===== config.mk =====
export PLATFORM = sky130hd
export DESIGN_NAME = dithered_chunky_to_planar_top
export DESIGN_NICKNAME = d
export VERILOG_FILES = /design/src/hdl/dcp_pkg.sv /design/src/hdl/dcp_ram.sv /design/src/hdl/dithered_chunky_to_planar_top.sv
export SDC_FILE = /design/constraint.sdc
export NUM_CORES = 2
export LEC_CHECK = 0
export BUFFER_PORTS_ARGS = -buffer_cell sky130_fd_sc_hd__buf_2
export CAP_MARGIN = 20
export CORE_ASPECT_RATIO = 1.2
export CORE_MARGIN = 2
export CORE_UTILIZATION = 62
export CTS_CLUSTER_SIZE = 25
export DETAILED_ROUTE_END_ITERATION = 10
export PLACE_DENSITY = 0.78
export SYNTH_ARGS = -nofsm -noshare
export SYNTH_HDL_FRONTEND = slang
export SYNTH_HIERARCHICAL = 1
export SYNTH_SLANG_ARGS = --single-unit

===== constraint.sdc =====
create_clock -name clk -period 9.85 [get_ports clk]
set_input_delay 1.97 -clock clk [delete_from_list [all_inputs] [get_ports clk]]
set_output_delay 1.97 -clock clk [all_outputs]
set_load 0.1 [all_outputs]

===== src/hdl/dcp_pkg.sv =====
// Shared types, constants and the dither function of the chunky-to-planar converter.
`timescale 1ns / 1ps
`default_nettype none

package dcp_pkg;

    // Item kinds carried in bit 0 of the input tuser.
    localparam logic REQ_LOAD  = 1'b0;
    localparam logic REQ_PIXEL = 1'b1;

    localparam int LUM_W  = 10;
    localparam int WORD_W = 32;

    typedef logic [LUM_W-1:0]  lum_t;
    typedef logic [WORD_W-1:0] word_t;

    // 4x4 Bayer matrix, indexed by {row, column}.
    localparam logic [3:0] BAYER [16] = '{
        4'd0,  4'd8,  4'd2,  4'd10,
        4'd12, 4'd4,  4'd14, 4'd6,
        4'd3,  4'd11, 4'd1,  4'd9,
        4'd15, 4'd7,  4'd13, 4'd5
    };

    localparam lum_t LUM_255 = 10'd255;
    localparam lum_t LUM_256 = 10'd256;
    localparam lum_t LUM_511 = 10'd511;
    localparam lum_t LUM_512 = 10'd512;
    localparam lum_t LUM_767 = 10'd767;

    // Bits that one input pixel at group slot pos adds to the planar word.
    function automatic word_t pixel_bits(input lum_t lum, input logic [1:0] phase,
                                         input logic [2:0] pos);
        lum_t        cum0;
        lum_t        cum1;
        lum_t        cum2;
        lum_t        thr;
        logic [1:0]  grey;
        logic [3:0]  opx;
        word_t       bits;
        begin
            bits = '0;
            // Cumulative grey weights collapse to a few simple ranges of lum.
            if (lum < LUM_256)
            begin
                cum0 = LUM_255 - lum;
                cum1 = LUM_255;
                cum2 = LUM_255;
            end
            else if (lum < LUM_512)
            begin
                cum0 = '0;
                cum1 = LUM_511 - lum;
                cum2 = LUM_255;
            end
            else
            begin
                cum0 = '0;
                cum1 = '0;
                cum2 = (lum < LUM_767) ? (LUM_767 - lum) : '0;
            end
            for (int j = 0; j < 2; j++)
            begin
                opx  = {pos, 1'(j)};
                thr  = {2'b00, BAYER[{phase, opx[1:0]}], 4'd7};
                if (cum0 >= thr)
                    grey = 2'd0;
                else if (cum1 >= thr)
                    grey = 2'd1;
                else if (cum2 >= thr)
                    grey = 2'd2;
                else
                    grey = 2'd3;
                bits[5'd31 - 5'(opx)] = grey[0];
                bits[5'd15 - 5'(opx)] = grey[1];
            end
            return bits;
        end
    endfunction

endpackage

`default_nettype wire


===== src/hdl/dcp_ram.sv =====
// Generic single-write, single-read RAM with a registered read port.
`timescale 1ns / 1ps
`default_nettype none

module dcp_ram #(
    parameter int WIDTH = 10,
    parameter int DEPTH = 256,
    parameter int ADDR_W = (DEPTH > 1) ? $clog2(DEPTH) : 1
) (
    input  wire logic              clk,
    input  wire logic              wr_en,
    input  wire logic [ADDR_W-1:0] wr_addr,
    input  wire logic [WIDTH-1:0]  wr_data,
    input  wire logic              rd_en,
    input  wire logic [ADDR_W-1:0] rd_addr,
    output logic      [WIDTH-1:0]  rd_data
);

    logic [WIDTH-1:0] mem [DEPTH];

    always_ff @(posedge clk)
    begin
        if (wr_en)
            mem[wr_addr] <= wr_data;
        if (rd_en)
            rd_data <= mem[rd_addr];
    end

endmodule

`default_nettype wire


===== src/hdl/dithered_chunky_to_planar_top.sv =====
// Top level of the dithered chunky-to-planar converter.
//
//  channel  dir  tdata bits                                          tuser bits
//  s_*      in   color_index[7:0] red[15:8] green[23:16] blue[31:24]  req_type[0]
//                dither_phase[33:32], zero pad [39:34]                row_start[1]
//  m_*      out  planar_word[31:0]                                   -
//
// An in-range load word writes the brightness store in the cycle it is accepted.
// A pixel word reads the store, then passes through the dither stage;
// one word per cycle is accepted as long as the output register can drain.
// The input stalls only when a finished planar word still waits in the output
// register and the dither stage holds the last pixel of the next group.
// Reset clears the group position, accumulator and valids; the store is not cleared.
`timescale 1ns / 1ps
`default_nettype none

module dithered_chunky_to_planar_top
    import dcp_pkg::*;
#(
    parameter int PALETTE_ENTRIES = 256
) (
    input  wire logic        clk,
    input  wire logic        rst_n,
    input  wire logic        s_tvalid,
    output logic             s_tready,
    input  wire logic [39:0] s_tdata,   // color_index, red, green, blue, dither_phase
    input  wire logic [1:0]  s_tuser,   // req_type, row_start
    output logic             m_tvalid,
    input  wire logic        m_tready,
    output logic [31:0]      m_tdata    // planar_word
);

    localparam int ADDR_W = (PALETTE_ENTRIES > 1) ? $clog2(PALETTE_ENTRIES) : 1;

    logic [7:0]  color_index;
    logic [7:0]  red;
    logic [7:0]  green;
    logic [7:0]  blue;
    logic [1:0]  dither_phase;
    logic        req_type;
    logic        row_start;
    logic        in_range;
    logic        accept;
    logic        load_en;
    logic        pixel_en;
    lum_t        sum;
    lum_t        ram_rd;
    lum_t        lum;

    logic        s1_valid_reg;
    logic [1:0]  s1_phase_reg;
    logic        s1_start_reg;
    logic        s1_hit_reg;
    word_t       acc_reg;
    word_t       acc_next;
    logic [2:0]  grp_reg;
    logic [2:0]  pos;
    logic        last;
    logic        s1_adv;
    logic        m_valid_reg;
    word_t       m_data_reg;

    assign color_index  = s_tdata[7:0];
    assign red          = s_tdata[15:8];
    assign green        = s_tdata[23:16];
    assign blue         = s_tdata[31:24];
    assign dither_phase = s_tdata[33:32];
    assign req_type     = s_tuser[0];
    assign row_start    = s_tuser[1];

    assign in_range = 9'(color_index) < 9'(PALETTE_ENTRIES);
    assign accept   = s_tvalid && s_tready;
    assign load_en  = accept && (req_type == REQ_LOAD) && in_range;
    assign pixel_en = accept && (req_type == REQ_PIXEL);
    assign sum      = 10'(red) + 10'(green) + 10'(blue);

    dcp_ram #(
        .WIDTH (LUM_W),
        .DEPTH (PALETTE_ENTRIES)
    ) u_store (
        .clk     (clk),
        .wr_en   (load_en),
        .wr_addr (color_index[ADDR_W-1:0]),
        .wr_data (sum),
        .rd_en   (pixel_en),
        .rd_addr (color_index[ADDR_W-1:0]),
        .rd_data (ram_rd)
    );

    // Dither stage: the read data arrives in the cycle after the pixel is accepted.
    always_comb
    begin
        lum      = s1_hit_reg ? ram_rd : '0;
        pos      = s1_start_reg ? 3'd0 : grp_reg;
        acc_next = (s1_start_reg ? '0 : acc_reg) | pixel_bits(lum, s1_phase_reg, pos);
        last     = (pos == 3'd7);
        s1_adv   = s1_valid_reg && (!last || !m_valid_reg || m_tready);
    end

    assign s_tready = !s1_valid_reg || s1_adv;
    assign m_tvalid = m_valid_reg;
    assign m_tdata  = m_data_reg;

    always_ff @(posedge clk or negedge rst_n)
    begin
        if (!rst_n)
        begin
            s1_valid_reg <= 1'b0;
            acc_reg      <= '0;
            grp_reg      <= '0;
            m_valid_reg  <= 1'b0;
        end
        else
        begin
            if (s1_adv || !s1_valid_reg)
                s1_valid_reg <= pixel_en;
            if (s1_adv && last)
                m_valid_reg <= 1'b1;
            else if (m_valid_reg && m_tready)
                m_valid_reg <= 1'b0;
            if (s1_adv)
            begin
                if (last)
                begin
                    acc_reg <= '0;
                    grp_reg <= '0;
                end
                else
                begin
                    acc_reg <= acc_next;
                    grp_reg <= pos + 3'd1;
                end
            end
        end
    end

    always_ff @(posedge clk)
    begin
        if (pixel_en)
        begin
            s1_phase_reg <= dither_phase;
            s1_start_reg <= row_start;
            s1_hit_reg   <= in_range;
        end
        if (s1_adv && last)
            m_data_reg <= acc_next;
    end

    // The input only stalls behind a held pixel that must emit into a full output.
    assert property (@(posedge clk) disable iff (!rst_n)
        !s_tready |-> (s1_valid_reg && m_valid_reg && last))
        else $error("input stalled without a blocked emission");

    // Completing a group empties the accumulator and presents the word.
    assert property (@(posedge clk) disable iff (!rst_n)
        (s1_adv && last) |=> (acc_reg == '0 && grp_reg == 3'd0 && m_valid_reg))
        else $error("group completion did not restart the accumulator");

    // A waiting output word is not overwritten.
    assert property (@(posedge clk) disable iff (!rst_n)
        (m_valid_reg && !m_tready) |=> (m_valid_reg && $stable(m_data_reg)))
        else $error("pending output word lost");

    // The dither stage never holds a pixel it has not been handed.
    assert property (@(posedge clk) disable iff (!rst_n)
        (!s1_valid_reg && !pixel_en) |=> !s1_valid_reg)
        else $error("dither stage became valid without a pixel");

endmodule

`default_nettype wire


==> impl_results.md <==
* Final setup slack of the worst path at 4.05 ns
* Cell count of the worst reg-to-reg path at 11
* Nature of the critical path startpoint: input port
* Final standard cell count with taps included and fillers excluded at 7490
* Total number of vias at 52489
* Reg2reg start: s1_start_reg
* DR WL/cell at 33.1 um
* Total of flip-flops plus latches after synthesis at 2642
* Library cell with the largest summed area after synthesis: sky130_fd_sc_hd__edfxtp_1
* Clock edge transition at the registers on the reported setup and hold paths at 0.07 ns
* Most instantiated flip-flop cell in the synthesis netlist: sky130_fd_sc_hd__edfxtp_1
* Final cell utilization of the core at 0.680
* Final worst path period share at 0.589
* Footprint of the flip-flops and latches at 0.0792 mm2
* Synthesized netlist net count at 5118
* Setup tns final at 0 ns
* Hold-fix buffers at CTS at 0
* Final hold slack at 0.479 ns
* Global-route total usage across every layer at 0.293
* Number of sinks handled by clock tree synthesis at 2642
* Cell count after placement at 7048
* Die Span X at 377 um
* Destination of the critical timing path: u_store/rd_data[0]
* Root cell of the clock tree: sky130_fd_sc_hd__clkbuf_16
* Fillers at 9805
* Most common cell after layout, fill and taps aside: sky130_fd_sc_hd__edfxtp_1
* Boundary pin count at 80
* Fraction of synthesized cell area taken by the top area cell type at 0.756
* Vertical extent of the die at 451 um
* Count of buffers added by post-CTS timing repair for setup at 0
* Resized cells post-CTS at 0
* Synthesis-to-finish area growth at 9.31%
* Worst reg2reg setup slack at 5.03 ns
* Number of standard-cell rows in the floorplan at 164
* Final Routed Wirelength at 248000 um
* Power density of the placed cells at 217 mW/mm2
* Detail-routed via count per cell at 7.01
* Power, Total at 24.5 mW
* Yosys synthesis warning count at 6
* Antenna violations before repair at 7
* Instance area after placement at 0.106 mm2
* Num CTS Buffers at 230
* Share of synthesized area occupied by flip-flops and latches at 0.765
* Setup Viol. Count Final at 0
* Async set-or-reset flop fraction in the synthesized netlist at 0.0140
* Launch point of the critical path: s_tdata[2]
* CTS tree: built
* Area of the multi-input gates at 0.0223 mm2
* Starting density of the core at 0.622
* HP Class: register to register
* Static leakage at 35.2 nW
* Cell variety after synth at 66
* Worst slew slack as a fraction of its limit at 0.153
* Crit path max fanout at 36
* Worst Setup Slack post-DPL at 3.35 ns
* Largest register FFs at 2560
* Clock latency reported for the late side of the worst-skew pair at 0.88 ns
* Data arrival time of the critical path at 6.50 ns
* Max Slew Vio Count at 0
* Final setup skew at 0.0370 ns
* VDD IR-drop max at 245 uV
* Number of port buffers at 73
* Xor and xnor area share after synthesis at 0.000423
* Commonest non-fill, non-tap cells in the layout: sky130_fd_sc_hd__edfxtp_1 (2605), sky130_fd_sc_hd__mux4_2 (495), sky130_fd_sc_hd__nor2_1 (300)
* Count of final hold-check violations at 0
* Die Area at 0.170 mm2
* Number of cells produced by synthesis at 5034
* Status: completed
* Worst Setup Path Type: input port to register
* Pin count of the biggest net entering global routing at 249
* Final net count at 5227
* Clock period minus worst slack at 5.80 ns
* Critical path required time at 10.55 ns
* Transition time at the pin with the least slew margin at 1.27 ns
* Drt first pass iters at 6
* Weighted congestion at the end of routability-driven global placement at 0.856
* Final Instance Area at 0.113 mm2
* Compound-gate portion of the synthesized area at 0.0429
* HPWL reported at the end of detailed placement at 142000 um
* Routed Antenna Nets at 0
* Unrepaired setup endpoints after global routing: false
* Adder-Cell Fraction of Synth Area at 0.00525
* Core area at 0.166 mm2
* Residual DRC count at 0
* Endpoint type of the worst setup path: register
* Total gr overflow at 0
* Synth top area cells: sky130_fd_sc_hd__edfxtp_1 (76%), sky130_fd_sc_hd__mux4_2 (11%), sky130_fd_sc_hd__mux2i_1 (2.0%)
* Synth Cell Area at 0.103 mm2
* Post-synthesis mux area share at 0.139
* DR iter-0 viols at 7405
* Largest family of logic cells by synthesized area: multiplexers
* Global-route wire length before repair at 358000 um
* Count of flip-flops with a built-in enable after synthesis at 2605
* Share of synthesized cell area in and, or, nand and nor gates at 0.0267
* Number of global-route vias before repair at 51862
* Max-cap violations at 0
* Share of post-route cells with drive strength above 1 at 0.196
* Avg Cell Area, Syn at 20.6 um2
* Capturing point of the worst reg2reg path: u_store/mem[110][0]
* Clock Tree Buf Depth at 3
* CTS H-tree lvls at 4
* Achievable frequency at 0.172 GHz
[cell families after synthesis]
| group | count (synthesis) |
|---|---|
| AO/OA/AOI/OAI | 633 |
| XOR/XNOR | 5 |
| adder cells (fa/ha/maj) | 38 |
| buffers and inverters | 357 |
| flip-flops | 2642 |
| multiplexers | 748 |
| AND/OR/NAND/NOR | 611 |
[critical path, cell delays in order]
cell and delay, ns:
sky130_fd_sc_hd__buf_4 0.55, sky130_fd_sc_hd__buf_4 0.71, sky130_fd_sc_hd__nand2_1 0.43, sky130_fd_sc_hd__nor2_1 0.94, sky130_fd_sc_hd__a22oi_1 0.31, sky130_fd_sc_hd__a311oi_1 0.86
sky130_fd_sc_hd__o32ai_1 0.41, sky130_fd_sc_hd__nor3_1 0.28
[cell usage after synthesis (8+ instances only)]
library cell                  n
sky130_fd_sc_hd__a211oi_1    10
sky130_fd_sc_hd__a21o_1      10
sky130_fd_sc_hd__a21oi_1    124
sky130_fd_sc_hd__a221oi_1    15
sky130_fd_sc_hd__a22o_1      13
sky130_fd_sc_hd__a22oi_1    191
sky130_fd_sc_hd__a311oi_1     9
sky130_fd_sc_hd__a31oi_1     12
sky130_fd_sc_hd__buf_1       21
sky130_fd_sc_hd__buf_12      16
sky130_fd_sc_hd__buf_2       52
sky130_fd_sc_hd__buf_4       30
sky130_fd_sc_hd__buf_6       28
sky130_fd_sc_hd__buf_8       16
sky130_fd_sc_hd__clkbuf_1   139
sky130_fd_sc_hd__dfrtp_1     37
sky130_fd_sc_hd__edfxtp_1  2605
sky130_fd_sc_hd__fa_1         9
sky130_fd_sc_hd__ha_1        29
sky130_fd_sc_hd__inv_1       52
sky130_fd_sc_hd__mux2i_1    210
sky130_fd_sc_hd__mux4_1      41
sky130_fd_sc_hd__mux4_2     495
sky130_fd_sc_hd__nand2_1     91
sky130_fd_sc_hd__nand2b_1    16
sky130_fd_sc_hd__nand3_1     50
sky130_fd_sc_hd__nand4_1     12
sky130_fd_sc_hd__nor2_1     303
sky130_fd_sc_hd__nor2b_1     37
sky130_fd_sc_hd__nor3_1      36
sky130_fd_sc_hd__nor4_1      29
sky130_fd_sc_hd__o211ai_1     9
sky130_fd_sc_hd__o21a_1      12
sky130_fd_sc_hd__o21ai_0     28
sky130_fd_sc_hd__o221ai_1    40
sky130_fd_sc_hd__o22a_1       8
sky130_fd_sc_hd__o22ai_1     72
sky130_fd_sc_hd__o31ai_1     30
sky130_fd_sc_hd__o32ai_1     27
sky130_fd_sc_hd__or2_2        8
sky130_fd_sc_hd__or3_1        8
[layer usage]
layer,vias up,GRT usage,share of wire
li1,21152,-,-
met1,27020,0.399,0.35
met2,3702,0.466,0.49
met3,605,0.0683,0.12
met4,10,0.121,0.046
met5,-,0,0.00029
[report_power, final]
group	total, mW	switching [mW]	internal [mW]	leakage, nW
clock	8.78	3.89	4.89	3.56
sequential	13.5	0.0236	13.4	23.7
combinational	2.26	1.80	0.457	7.93
[cell type report]
class | count | area share
Timing Repair Buffer | 181 | 0.0122
Multi-Input combinational cell | 2035 | 0.197
Clock buffer | 292 | 0.0547
Antenna cell | 4 | 0.0000885
Sequential cell | 2642 | 0.700
Clock inverter | 125 | 0.00988
Tap cell | 2158 | 0.0239
Inverter | 53 | 0.00189
[worst min path at each step]
stage / startpoint / slack, ns / depth (start not counted) / end
final: acc_reg[4] / 0.48 / 2 / acc_reg[4]
after floorplan: acc_reg[0] / 0.45 / 2 / acc_reg[0]
after CTS: acc_reg[30] / 0.48 / 2 / acc_reg[30]
after global routing: acc_reg[24] / 0.51 / 2 / acc_reg[24]
after global placement: acc_reg[26] / 0.46 / 2 / acc_reg[26]
after detailed placement: acc_reg[30] / 0.47 / 2 / acc_reg[30]
Note: power is estimated with default switching activity, not from simulation.
